**src/sv/rgbapm_pkg.sv**
```systemverilog
`default_nettype none

package rgbapm_pkg;

   localparam int PIX_W          = 8;
   localparam int NUM_W          = 2 * PIX_W;
   localparam int BITS_PER_STAGE = 2;
   localparam int DIV_STAGES     = PIX_W / BITS_PER_STAGE;
   localparam int NUM_STAGES     = DIV_STAGES + 1;

   localparam logic MODE_PREMUL   = 1'b0;
   localparam logic MODE_UNPREMUL = 1'b1;

   localparam logic [PIX_W-1:0] FULL_SCALE   = 8'd255;
   localparam logic [PIX_W-2:0] ROUND_PREMUL = 7'd127;

   typedef logic [PIX_W-1:0] pix_type;

   typedef struct packed {
      logic [NUM_STAGES-1:0] load;
   } stage_ctl_type;

endpackage

`default_nettype wire

```
**src/sv/rgbapm_req_if.sv**
```systemverilog
`default_nettype none

interface rgbapm_req_if;
   logic                 valid;
   logic                 ready;
   logic                 mode;
   rgbapm_pkg::pix_type  red_in;
   rgbapm_pkg::pix_type  green_in;
   rgbapm_pkg::pix_type  blue_in;
   rgbapm_pkg::pix_type  alpha_in;

   modport source (output valid, mode, red_in, green_in, blue_in, alpha_in, input ready);
   modport sink   (input valid, mode, red_in, green_in, blue_in, alpha_in, output ready);
endinterface

`default_nettype wire

```
**src/sv/rgbapm_rsp_if.sv**
```systemverilog
`default_nettype none

interface rgbapm_rsp_if;
   logic                 valid;
   logic                 ready;
   rgbapm_pkg::pix_type  red_out;
   rgbapm_pkg::pix_type  green_out;
   rgbapm_pkg::pix_type  blue_out;
   rgbapm_pkg::pix_type  alpha_out;

   modport source (output valid, red_out, green_out, blue_out, alpha_out, input ready);
   modport sink   (input valid, red_out, green_out, blue_out, alpha_out, output ready);
endinterface

`default_nettype wire

```
**src/sv/rgbapm_lane.sv**
```systemverilog
`default_nettype none

module rgbapm_lane (
   input  wire logic                      clock,
   input  wire rgbapm_pkg::stage_ctl_type ctl,
   input  wire logic                      mode,
   input  wire rgbapm_pkg::pix_type       color,
   input  wire rgbapm_pkg::pix_type       alpha,
   output      rgbapm_pkg::pix_type       result
);

   localparam int PW    = rgbapm_pkg::PIX_W;
   localparam int NW    = rgbapm_pkg::NUM_W;
   localparam int BPS   = rgbapm_pkg::BITS_PER_STAGE;
   localparam int STEPS = rgbapm_pkg::DIV_STAGES;

   logic [NW-1:0] rem_ff [STEPS];
   logic [NW-1:0] rem_in [STEPS];
   logic [PW-1:0] div_ff [STEPS];
   logic [PW-1:0] div_in [STEPS];
   logic [PW-1:0] quo_ff [STEPS];
   logic [PW-1:0] quo_in [STEPS];

   // numerator and divisor, then restoring division two quotient bits a stage
   always_comb begin
      logic [PW-1:0] clamped;
      logic [PW-1:0] mul_a;
      logic [PW-1:0] mul_b;
      logic [PW-2:0] bias;
      logic [NW-1:0] r;
      logic [NW-1:0] sh;
      logic [PW-1:0] q;
      logic [2:0]    k;

      clamped = (color < alpha) ? color : alpha;
      if (mode == rgbapm_pkg::MODE_UNPREMUL) begin
         mul_a = clamped;
         mul_b = rgbapm_pkg::FULL_SCALE;
         bias  = alpha[PW-1:1];
         div_in[0] = alpha;
      end else begin
         mul_a = color;
         mul_b = alpha;
         bias  = rgbapm_pkg::ROUND_PREMUL;
         div_in[0] = rgbapm_pkg::FULL_SCALE;
      end
      rem_in[0] = NW'(mul_a) * NW'(mul_b) + NW'(bias);

      for (int s = 0; s < STEPS; s++) begin
         r = rem_ff[s];
         q = (s == 0) ? '0 : quo_ff[(s == 0) ? 0 : s - 1];
         for (int j = 0; j < BPS; j++) begin
            k  = 3'(PW - 1 - BPS * s - j);
            sh = NW'(div_ff[s]) << k;
            if (r >= sh) begin
               r    = r - sh;
               q[k] = 1'b1;
            end
         end
         quo_in[s] = q;
         if (s + 1 < STEPS) begin
            rem_in[(s + 1 < STEPS) ? s + 1 : 0] = r;
            div_in[(s + 1 < STEPS) ? s + 1 : 0] = div_ff[s];
         end
      end
   end

   always_ff @(posedge clock) begin
      if (ctl.load[0]) begin
         rem_ff[0] <= rem_in[0];
         div_ff[0] <= div_in[0];
      end
      for (int s = 0; s < STEPS; s++) begin
         if (ctl.load[s + 1]) begin
            quo_ff[s] <= quo_in[s];
            if (s + 1 < STEPS) begin
               rem_ff[(s + 1 < STEPS) ? s + 1 : 0] <= rem_in[(s + 1 < STEPS) ? s + 1 : 0];
               div_ff[(s + 1 < STEPS) ? s + 1 : 0] <= div_in[(s + 1 < STEPS) ? s + 1 : 0];
            end
         end
      end
   end

   assign result = quo_ff[STEPS-1];

endmodule

`default_nettype wire

```
**src/sv/rgba_alpha_premultiply_converter.sv**
```systemverilog
// Converts one RGBA8 pixel a clock, unless rsp stalls, between straight and premultiplied
// alpha. With mode low each color becomes (c*a+127)/255, with mode high it becomes
// (min(c,a)*255+a/2)/a, and a zero alpha gives black when unpremultiplying. Alpha passes
// through. The block takes a new beat every cycle unless rsp backpressure fills the pipe
// and holds up to five beats in flight: one multiply stage, then four restoring division
// stages that each resolve two quotient bits. Backpressure on rsp stalls only the stages
// that are full, so bubbles are squeezed out before req.ready drops.
`default_nettype none

module rgba_alpha_premultiply_converter (
   input wire logic  clock,
   input wire logic  reset,
   rgbapm_req_if.sink   req,
   rgbapm_rsp_if.source rsp
);

   localparam int NST = rgbapm_pkg::NUM_STAGES;

   logic                      valid_ff [NST];
   rgbapm_pkg::pix_type       alpha_ff [NST];
   logic                      zero_ff  [NST];
   logic [NST:0]              rdy;
   rgbapm_pkg::stage_ctl_type ctl;
   rgbapm_pkg::pix_type       red_q;
   rgbapm_pkg::pix_type       green_q;
   rgbapm_pkg::pix_type       blue_q;

   // a stage loads when it is empty or its contents move on
   always_comb begin
      rdy[NST] = rsp.ready;
      for (int k = NST - 1; k >= 0; k--) begin
         rdy[k] = !valid_ff[k] || rdy[k + 1];
      end
      ctl.load = rdy[NST-1:0];
   end

   assign req.ready = rdy[0];

   always_ff @(posedge clock) begin
      if (reset) begin
         for (int k = 0; k < NST; k++) begin
            valid_ff[k] <= 1'b0;
         end
      end else begin
         if (ctl.load[0]) begin
            valid_ff[0] <= req.valid;
         end
         for (int k = 1; k < NST; k++) begin
            if (ctl.load[k]) begin
               valid_ff[k] <= valid_ff[k - 1];
            end
         end
      end
   end

   always_ff @(posedge clock) begin
      if (ctl.load[0]) begin
         alpha_ff[0] <= req.alpha_in;
         zero_ff[0]  <= (req.mode == rgbapm_pkg::MODE_UNPREMUL) && (req.alpha_in == '0);
      end
      for (int k = 1; k < NST; k++) begin
         if (ctl.load[k]) begin
            alpha_ff[k] <= alpha_ff[k - 1];
            zero_ff[k]  <= zero_ff[k - 1];
         end
      end
   end

   rgbapm_lane u_red (
      .clock  (clock),
      .ctl    (ctl),
      .mode   (req.mode),
      .color  (req.red_in),
      .alpha  (req.alpha_in),
      .result (red_q)
   );

   rgbapm_lane u_green (
      .clock  (clock),
      .ctl    (ctl),
      .mode   (req.mode),
      .color  (req.green_in),
      .alpha  (req.alpha_in),
      .result (green_q)
   );

   rgbapm_lane u_blue (
      .clock  (clock),
      .ctl    (ctl),
      .mode   (req.mode),
      .color  (req.blue_in),
      .alpha  (req.alpha_in),
      .result (blue_q)
   );

   // zero alpha while unpremultiplying gives black
   assign rsp.valid     = valid_ff[NST-1];
   assign rsp.alpha_out = alpha_ff[NST-1];
   assign rsp.red_out   = zero_ff[NST-1] ? '0 : red_q;
   assign rsp.green_out = zero_ff[NST-1] ? '0 : green_q;
   assign rsp.blue_out  = zero_ff[NST-1] ? '0 : blue_q;

   a_full_when_blocked: assert property (@(posedge clock) disable iff (reset)
      !req.ready |-> (valid_ff[0] && valid_ff[NST-1]))
      else $error("req blocked while pipeline has room");

   a_beat_enters: assert property (@(posedge clock) disable iff (reset)
      (req.valid && req.ready) |=> valid_ff[0])
      else $error("accepted beat missing from first stage");

   a_mid_stage_holds: assert property (@(posedge clock) disable iff (reset)
      (valid_ff[1] && !rdy[2]) |=> (valid_ff[1] && $stable(alpha_ff[1])))
      else $error("stalled middle stage lost its beat");

endmodule

`default_nettype wire

```
**src/flat_wrapper.sv**
```systemverilog
// flat-port wrapper written by rule: the top's interface ports become plain ports
module rgba_alpha_premultiply_converter_flat 
  (clock, reset, req_valid, req_mode, req_red_in, req_green_in, req_blue_in, req_alpha_in, req_ready, rsp_valid, rsp_red_out, rsp_green_out, rsp_blue_out, rsp_alpha_out, rsp_ready);
  rgbapm_req_if req_i ();
  rgbapm_rsp_if rsp_i ();
  input wire logic clock;
  input wire logic reset;
  input wire logic [$bits(req_i.valid)-1:0] req_valid;
  input wire logic [$bits(req_i.mode)-1:0] req_mode;
  input wire logic [$bits(req_i.red_in)-1:0] req_red_in;
  input wire logic [$bits(req_i.green_in)-1:0] req_green_in;
  input wire logic [$bits(req_i.blue_in)-1:0] req_blue_in;
  input wire logic [$bits(req_i.alpha_in)-1:0] req_alpha_in;
  output wire logic [$bits(req_i.ready)-1:0] req_ready;
  output wire logic [$bits(rsp_i.valid)-1:0] rsp_valid;
  output wire logic [$bits(rsp_i.red_out)-1:0] rsp_red_out;
  output wire logic [$bits(rsp_i.green_out)-1:0] rsp_green_out;
  output wire logic [$bits(rsp_i.blue_out)-1:0] rsp_blue_out;
  output wire logic [$bits(rsp_i.alpha_out)-1:0] rsp_alpha_out;
  input wire logic [$bits(rsp_i.ready)-1:0] rsp_ready;
  assign req_i.valid = req_valid;
  assign req_i.mode = req_mode;
  assign req_i.red_in = req_red_in;
  assign req_i.green_in = req_green_in;
  assign req_i.blue_in = req_blue_in;
  assign req_i.alpha_in = req_alpha_in;
  assign req_ready = req_i.ready;
  assign rsp_valid = rsp_i.valid;
  assign rsp_red_out = rsp_i.red_out;
  assign rsp_green_out = rsp_i.green_out;
  assign rsp_blue_out = rsp_i.blue_out;
  assign rsp_alpha_out = rsp_i.alpha_out;
  assign rsp_i.ready = rsp_ready;
  rgba_alpha_premultiply_converter u_core (.clock(clock), .reset(reset), .req(req_i), .rsp(rsp_i));
endmodule
```
**config.mk**
```make
export PLATFORM = sky130hd
export DESIGN_NAME = rgba_alpha_premultiply_converter_flat
export DESIGN_NICKNAME = d
export VERILOG_FILES = /design/src/sv/rgbapm_pkg.sv /design/src/sv/rgbapm_req_if.sv /design/src/sv/rgbapm_rsp_if.sv /design/src/sv/rgbapm_lane.sv /design/src/sv/rgba_alpha_premultiply_converter.sv /design/src/flat_wrapper.sv
export SDC_FILE = /design/constraint.sdc
export NUM_CORES = 1
export LEC_CHECK = 0
export CORE_ASPECT_RATIO = 1.1
export CORE_MARGIN = 8
export CORE_UTILIZATION = 65
export DETAILED_ROUTE_END_ITERATION = 10
export DONT_BUFFER_PORTS = 1
export PLACE_DENSITY = 0.81
export SLEW_MARGIN = 20
export SYNTH_ARGS = -nofsm -noshare
export SYNTH_HDL_FRONTEND = slang
export SYNTH_SLANG_ARGS = --single-unit
```
**constraint.sdc**
```tcl
create_clock -name clock -period 10.4 [get_ports clock]
set_clock_uncertainty 0.05 [all_clocks]
set_input_delay 2.08 -clock clock [delete_from_list [all_inputs] [get_ports clock]]
set_output_delay 2.08 -clock clock [all_outputs]
set_load 0.01 [all_outputs]
```
# Yosys cells after proc, flatten, opt, wreduce, memory -nomap -nowiden
# Memories as Yosys holds them, arrays and structs flattened.
# Index checks and enable logic that the tools add are counted.
[word_totals]
output_inout_bits = 34
mem_bits_rw = 434
in_bits = 37
reg_bits = 0
word_cells = 167
memories = 12
[memory_table]
columns = ["name", "words", "width", "rd", "rd_clocked_by_memory_dff", "write_ports", "line_no", "source"]
rows = [
  ["u_core.u_blue.rem_ff", 4, 16, 4, 0, 4, "rgbapm_lane.sv:17", "logic [NW-1:0] rem_ff [STEPS];"],
  ["u_core.u_green.rem_ff", 4, 16, 4, 0, 4, "rgbapm_lane.sv:17", ""],
  ["u_core.u_red.rem_ff", 4, 16, 4, 0, 4, "rgbapm_lane.sv:17", ""],
  ["u_core.alpha_ff", 5, 8, 5, 0, 5, "rgba_alpha_premultiply_converter.sv:20", "rgbapm_pkg::pix_type alpha_ff [NST];"],
  ["u_core.u_blue.div_ff", 4, 8, 4, 0, 4, "rgbapm_lane.sv:19", "logic [PW-1:0] div_ff [STEPS];"],
  ["u_core.u_blue.quo_ff", 4, 8, 4, 0, 4, "rgbapm_lane.sv:21", "logic [PW-1:0] quo_ff [STEPS];"],
  ["6 more memories", "--", "--", "--", "--", "--", "--", ""],
]
[classes]
n_mul = 3
n_mux = 84
reduce_logical = 12
add_sub_neg = 24
n_lt_le_gt_ge = 27
n_bitwise = 5
[op_table]
columns = ["cell", "count"]
rows = [
  ["16-bit two-way mux", 21],
  ["8-bit two-way mux", 11],
  ["1-bit two-way mux", 51],
  ["16-bit by 7-bit adder with 16-bit output", 3],
  ["16-bit by 10-bit >= comparator with 1-bit output", 3],
  ["16-bit by 11-bit >= comparator with 1-bit output", 3],
  ["16-bit by 12-bit >= comparator with 1-bit output", 3],
  ["16-bit by 13-bit >= comparator with 1-bit output", 3],
  ["16-bit by 14-bit >= comparator with 1-bit output", 3],
  ["16-bit by 15-bit >= comparator with 1-bit output", 3],
  ["16-bit by 8-bit >= comparator with 1-bit output", 3],
  ["16-bit by 9-bit >= comparator with 1-bit output", 3],
  ["8-bit by 8-bit multiplier with 16-bit output", 3],
  ["16-bit by 10-bit subtractor with 16-bit output", 3],
  ["16-bit by 11-bit subtractor with 16-bit output", 3],
  ["16-bit by 12-bit subtractor with 16-bit output", 3],
  ["16-bit by 13-bit subtractor with 16-bit output", 3],
  ["16-bit by 14-bit subtractor with 16-bit output", 3],
  ["16-bit by 15-bit subtractor with 16-bit output", 3],
  ["16-bit by 9-bit subtractor with 16-bit output", 3],
  ["8-bit less-than comparator", 3],
  ["8-bit zero test", 1],
  ["7-bit two-way mux", 1],
  ["1-bit zero test", 5],
  ["3 further kinds", 11],
]

# Longest topological paths before layout
# Gate-level depths: netlist (run 1).
# An unclocked memory read counts as a cell.
[depth]
depth_word = 11
depth_mapped = 30
depth_no_buf = 28

# Hierarchy
# Synthesis (run 1) repeated with hierarchy kept, for this count alone.
[hier_totals]
cells_unflattened = 3191
area_unflattened_um2 = 32555.0
[modules_own_cells]
columns = ["mod", "area_per_inst_um2", "n_inst", "seq_area_each_um2", "cells_each"]
rows = [
  ["rgbapm_lane (u_core.u_blue)", 10508.8, 1, 3483.3, 1043],
  ["rgbapm_lane (u_core.u_green)", 10154.7, 1, 3483.3, 1026],
  ["rgbapm_lane (u_core.u_red)", 9999.6, 1, 3483.3, 1012],
  ["rgba_alpha_premultiply_converter", 1891.8, 1, 1501.4, 110],
]

# Least setup slack after synthesis (run 1)
# OpenSTA, ideal clock, no wires.
[synth_timing]
kind = "input port to flip-flop"
start = "in req_alpha_in[1]"
end = "mem u_core.u_red.rem_ff[0][15] (netlist bit), data pin"
stages = 29
path_slack_ns = 1.702
setup_time_ns = 0.260
t_required_ns = 10.090
path_buffers = 2
t_arrival_ns = 8.388
cell_sequence = "clkbuf_1 > inv_1 > ha_1 > a21o_1 > a21o_1 > a21oi_1 > nor2b_1 > o21ai_0 > a2111o_1 > clkbuf_1 > mux2i_1 > or2_2 > fa_1 > inv_1 > fa_1 > ha_1 > inv_1 > fa_1 > inv_1 > fa_1 > a21o_1 > a21oi_1 > o21bai_1 > a21oi_1 > nor2b_1 > o2111ai_1 > nand3_1 > o41a_1 > xnor2_1"
[synth_rtl]
columns = ["element", "line_no", "source"]
rows = [
  ["start, declared", "flat_wrapper.sv:13", "input wire logic [$bits(req_i.alpha_in)-1:0] req_alpha_in;"],
  ["end, declared", "rgbapm_lane.sv:17", ""],
]

==> results of run 1 <==
==> Yosys cell counts, drive strengths merged, types with 31 or more instances <==
master  instances
a21boi         31
a21o           61
a21oi         151
clkbuf         47
edfxtp        334
fa            150
ha            324
inv           335
mux2           77
mux2i          72
nand2         170
nand3          39
nand4          34
nor2          322
nor2b          84
nor3           46
o21a           33
o21ai         155
or2            47
xnor2         108
xor2           51
==> per-stage QoR <==
stage	total power [W]	std cells	util	setup WS, ns
2_1_floorplan	0.008629	2945	-	1.702
3_3_place_gp	0.009630	3471	0.6722	1.833
3_5_place_dp	0.01005	3471	0.6722	1.539
4_1_cts	0.01143	3535	0.6989	2.094
5_1_grt	0.01249	3535	0.6990	1.714
6_report	0.01147	3535	0.6990	2.018
==> area by class of cell <==
cell class,count,area (um^2)
multi-input combinational,2207,17870
inverter,335,1257
tap,581,726.9
timing repair buffer,14,105.1
fill,3267,13420
sequential,334,10030
clock buffer,43,969.7
clock inverter,21,217.7
==> sequential cells by signal (all words and copies together), names as in the netlist <==
name                   cells
u_core.alpha_ff           40
u_core.u_blue.quo_ff      20
u_core.u_blue.rem_ff      64
u_core.u_green.quo_ff     20
u_core.u_green.rem_ff     64
u_core.u_red.div_ff       32
u_core.u_red.quo_ff       20
u_core.u_red.rem_ff       64
u_core.valid_ff            5
u_core.zero_ff             5
==> routing by layer <==
metal | track usage | part of all wire | vias to the layer above | routed length (um)
met1 | 0.2831 | 0.40 | 10290 | 25960
met2 | 0.4389 | 0.49 | 676 | 31940
met4 | 0.1479 | 0.064 | 0 | 4211
met5 | 0 | 0 | - | 0
li1 | - | - | 10330 | -
met3 | 0.03910 | 0.051 | 220 | 3312
==> worst paths after layout <==
check | slack (ns) | start | cells past startpoint | end
hold / removal | 0.36 | u_core.u_red.quo_ff[1][5] | 0 | u_core.u_red.quo_ff[2][5]
setup reg to reg | 3.82 | u_core.u_red.div_ff[1][1] | 18 | u_core.u_red.rem_ff[2][7]
hold reg to reg | 0.36 | u_core.u_red.quo_ff[1][5] | 0 | u_core.u_red.quo_ff[2][5]
setup / recovery | 2.02 | req_alpha_in[1] | 27 | u_core.u_red.rem_ff[0][15]
==> cell families (layout without fill, tap and decap cells) <==
kind of cell | count (synthesis) | count (layout) | share of synthesized area
buffers and inverters | 404 | 413 | 0.05315
muxes | 149 | 149 | 0.05447
DFF | 334 | 334 | 0.3408
xor gates and xnor gates | 159 | 159 | 0.04733
and+or+nand+nor | 858 | 858 | 0.1411
AOI/OAI and AO/OA | 567 | 567 | 0.1233
adders and majority gates | 474 | 474 | 0.2398
==> power breakdown <==
part           total (W)  leakage [nW]  switching, W  internal, W
Clock            0.00129         0.570      0.000541     0.000749
Sequential       0.00273          3.44      0.000300      0.00243
Combinational    0.00744          9.84       0.00405      0.00340
==> worst max-delay path, delay by kind of cell <==
| kind | cells | cell delay [ns] |
|---|---|---|
| AND/OR/NAND/NOR | 4 | 0.65 |
| buffers and inverters | 4 | 0.34 |
| adder cells (fa/ha/maj) | 6 | 2.55 |
| multiplexers | 1 | 0.31 |
| AO/OA/AOI/OAI | 11 | 2.54 |
| XOR/XNOR | 1 | 0.14 |
==> flow_metrics.py, run 1 <==
metrics = {
    "run_status": {
        "status": "complete, no violations",
    },
    "grt": {
        "grt_usage": 0.2493,
        "gr-total-overflow": 0,
        "grt_pass1_wl_um": 107000,
        "grt_max_degree": 76,
        "antenna_found_initial": 0,
        "first_global_vias": 21950,
    },
    "yosys": {
        "syn_area_um2": 29430,
        "synth_top_cells_by_area": "edfxtp_1 34%, ha_1 14%, fa_1 10%",
        "yosysWarnings": 0,
        "synth_async_sr_flop_share": 0,
        "netlist_instances": 2945,
        "synth_seq_cells": 334,
        "avgSynthCellArea_um2": 9.992,
        "ys_seq_area_frac": 0.3408,
        "synthFlopType": "edfxtp_1",
        "yosysTopAreaCellShare": 0.3408,
        "synth_cell_types": 80,
        "synth-edff-count": 334,
        "synth_top_cell_by_area": "edfxtp_1",
        "synth_nets": 3456,
    },
    "cells_and_area": {
        "diodes": 0,
        "mostFrequentLayoutCells": "334 x edfxtp_1, 332 x inv_1, 324 x ha_1",
        "synthToLayoutAreaGrowth_pct": 5.936,
        "fin_nets": 3440,
        "final_common_cell": "edfxtp_1",
        "drive_gt1_frac": 0.07414,
        "post-route-cell-area_um2": 31170,
    },
    "cts": {
        "cts_buffers": 37,
        "cts_resized": 0,
        "htreeDepth": 2,
        "cts_hold_buf": 0,
        "cts_tree": "done",
        "cts.clk_slew.worst_paths_ns": 0.06,
        "cts.sink_count": 334,
        "cts.path.max_buffers": 3,
        "postCtsSetupBuffers": 0,
        "clk_latency_ns": 0.57,
        "cts-root-buf": "clkbuf_16",
    },
    "job": {
        "cap_violations": 0,
    },
    "die": {
        "die_h_um": 239.2,
        "die-width_um": 218.9,
        "die_area_um2": 52340,
        "rows": 81,
        "core_area_um2": 44590,
        "start_util": 0.6599,
        "ios": 71,
    },
    "worst_setup_path": {
        "worstSetupEndpointType": "flop",
        "path_class": "input port to flop",
        "crit_slowest_cell": "fa_1",
        "required_ns": 10.66,
        "slowest_delay_ns": 0.55,
        "crit_fanout": 13,
        "worst_setup_path_start_kind": "input port",
        "arrival_ns": 8.64,
    },
    "routing": {
        "drcViolationCount": 0,
        "vias_per_cell": 6.087,
        "wire_per_inst_um": 18.51,
        "first_pass_iters": 5,
        "drt-initial-drc-count": 1195,
        "route.vias.total": 21520,
        "ant_nets": 0,
        "routed_wl_um": 65430,
    },
    "pwr": {
        "power_leakage_nw": 13.85,
        "peakVddDrop_mv": 0.1725,
        "powerDensity_nw_per_um2": 367.8,
    },
    "timing": {
        "min_period_ns": 8.382,
        "rsz0062_at_grt": "no",
        "drv_slew": 0,
        "worst_slew_pin_slew_ns": 1.027,
        "max_freq_mhz": 119.3,
        "min_period_over_period": 0.8060,
        "fin_setup_tns_ns": 0,
        "whs_ns": 0.3640,
        "relSlewSlack": 0.3143,
        "report.final.setup_viol": 0,
        "finalHoldViolCount": 0,
    },
    "worst_hold_path": {
        "hold_path.class": "flop to flop",
    },
    "placement": {
        "dp_hpwl_um": 51300,
        "gp_congestion": 0.9163,
        "port_buffers": 0,
        "placed_area_um2": 29980,
    },
}
No activity file was read; power rests on OpenSTA's default activity.
==> run 2: changes to the inputs <==
Clock period 10.4 ns to 8.4 ns, I/O delays scaled along.
==> run 2 against run 1 <==
- critical path depth did not move
- clock-buffer cell count rose by 5
- combinational power rose by 24%
- flip-flop and latch count did not move
- register-to-register slack got worse by 1.9 ns
- worst setup slack got worse by 1.3 ns
- routed wire length fell by 0.29%
- via count rose by 0.17%
- sequential power rose by 24%
==> flow_metrics.py, run 2 (synthesis gave the netlist of run 1 again) <==
metrics = {
    "pwr": {
        "power_leakage_nw": 13.87,
        "powerDensity_nw_per_um2": 452.1,
        "peakVddDrop_mv": 0.2633,
    },
    "die": {
        "die_h_um": 239.2,
        "die-width_um": 218.9,
        "core_area_um2": 44590,
        "rows": 81,
        "die_area_um2": 52340,
        "start_util": 0.6599,
        "ios": 71,
    },
    "routing": {
        "route.vias.total": 21550,
        "drt-initial-drc-count": 1253,
        "vias_per_cell": 6.068,
        "wire_per_inst_um": 18.37,
        "ant_nets": 0,
        "routed_wl_um": 65240,
        "first_pass_iters": 6,
        "drcViolationCount": 0,
    },
    "cells_and_area": {
        "final_util": 0.7001,
        "diodes": 0,
        "reg.largest.list": "u_core.u_blue.rem_ff: 64 flops, u_core.u_green.rem_ff: 64 flops, u_core.u_red.rem_ff: 64 flops",
        "final_common_cell": "edfxtp_1",
        "drive_gt1_frac": 0.07708,
        "fin_nets": 3454,
        "synthToLayoutAreaGrowth_pct": 6.093,
        "mostFrequentLayoutCells": "334 x edfxtp_1, 332 x inv_1, 324 x ha_1",
    },
    "cts": {
        "postCtsSetupBuffers": 0,
        "cts-root-buf": "clkbuf_16",
        "cts_buffers": 37,
        "cts.path.max_buffers": 3,
        "htreeDepth": 2,
        "cts_resized": 0,
        "clk_latency_ns": 0.57,
        "cts_hold_buf": 0,
        "cts_tree": "done",
        "cts.clk_slew.worst_paths_ns": 0.06,
        "cts.sink_count": 334,
    },
    "grt": {
        "antenna_found_initial": 0,
        "first_global_vias": 21710,
        "grt_max_degree": 85,
        "grt_pass1_wl_um": 106200,
        "gr-total-overflow": 0,
        "grt_usage": 0.2473,
    },
    "worst_setup_path": {
        "crit_fanout": 13,
        "r2r-end": "u_core.u_green.rem_ff[3][9]",
        "worstSetupEndpointType": "flop",
        "reg2reg_from": "u_core.u_red.div_ff[2][1]",
        "path_class": "input port to flop",
        "crit_slowest_cell": "fa_1",
        "regToRegSetupSlack_ns": 1.92,
        "crit_family": "adder cells",
        "worst-path-buf-inv": 4,
        "arrival_ns": 7.97,
        "r2r_cells": 15,
        "worst_setup_path_start_kind": "input port",
        "slowest_delay_ns": 0.54,
        "required_ns": 8.67,
    },
    "timing": {
        "min_period_over_period": 0.9171,
        "rsz0062_at_grt": "no",
        "report.final.setup_viol": 0,
        "drv_slew": 0,
        "max_freq_mhz": 129.8,
        "fin_setup_tns_ns": 0,
        "relSlewSlack": 0.2912,
        "worst_slew_pin_slew_ns": 1.058,
        "min_period_ns": 7.704,
        "finalHoldViolCount": 0,
    },
    "placement": {
        "dp_hpwl_um": 51550,
        "port_buffers": 0,
        "gp_congestion": 0.9610,
    },
    "worst_hold_path": {
        "hold_path.class": "flop to flop",
        "whs_path_depth": 0,
        "min_from": "u_core.u_blue.quo_ff[1][5]",
        "min_to": "u_core.u_blue.quo_ff[2][5]",
    },
    "job": {
        "cap_violations": 0,
    },
    "run_status": {
        "status": "complete, no violations",
    },
}
[run 2: cell types whose count changed in the layout (fill, tap and decap cells not counted), sizes merged]
| cell | before | now |
|---|---|---|
| buf | 14 | 28 |
| bufinv | 3 | 0 |
| clkbuf | 43 | 48 |
| clkinv | 12 | 13 |
[run 2: metal layers]
metal	vias up	track usage	share of wire
met3	222	0.03404	0.046
met4	0	0.1355	0.058
li1	10370	-	-
met5	-	0	0
met1	10310	0.2816	0.40
met2	651	0.4430	0.50
[run 2: worst register-to-register path, stage by stage, from the launching register on]
cell and delay [ns]:
edfxtp_1 0.56, inv_1 0.47, ha_1 0.33, nor2b_1 0.15
o31a_1 0.29, o31ai_1 0.29, nand3_1 0.62, mux2_2 0.52
ha_1 0.33, nor2b_1 0.16, o21ai_0 0.20, a21oi_1 0.13
o41ai_1 0.70, nand2_1 0.14, or4b_1 0.88, mux2_2 0.40
[run 2: report_power, final]
group / switching, W / leakage [nW] / total [W] / internal [W]
clock: 0.000667 / 0.538 / 0.00151 / 0.000844
sequential: 0.000381 / 3.44 / 0.00339 / 0.00301
combinational: 0.00499 / 9.89 / 0.00921 / 0.00422
total: 0.00604 / 13.9 / 0.0141 / 0.00808
[run 2: worst max path at each step]
stage | start | end | slack (ns) | cells after the start
CTS | req_alpha_in[1] | u_core.u_red.rem_ff[0][15] | 0.76 | 27
floorplan | req_alpha_in[1] | u_core.u_red.rem_ff[0][15] | 0.10 | 29
global placement | req_alpha_in[1] | u_core.u_red.rem_ff[0][15] | 0.44 | 27
global route | req_alpha_in[1] | u_core.u_red.rem_ff[0][15] | 0.29 | 27
finish | req_alpha_in[1] | u_core.u_red.rem_ff[0][15] | 0.70 | 27
detailed placement | req_alpha_in[1] | u_core.u_red.rem_ff[0][15] | 0.18 | 27
[run 2: final cells by class]
type                            count  area, um^2
Fill cell                        3206       13370
Multi-Input combinational cell   2207       17870
Clock inverter                     19       140.1
Inverter                          335        1257
Tap cell                          581       726.9
Timing Repair Buffer               28       210.2
Sequential cell                   334       10030
Clock buffer                       48       988.4
[run 2: metrics by stage]
step	hold slack (ns)	instance area, um^2	setup WS (ns)	total power (W)	cells
2_1_floorplan	0.3503	29430	0.1018	0.01068	2945
3_3_place_gp	0.3508	30080	0.4378	0.01191	3485
3_5_place_dp	0.3545	30080	0.1753	0.01245	3485
4_1_cts	0.3632	31210	0.7553	0.01406	3552
5_1_grt	0.3698	31220	0.2889	0.01538	3552
6_report	0.3596	31220	0.6961	0.01411	3552
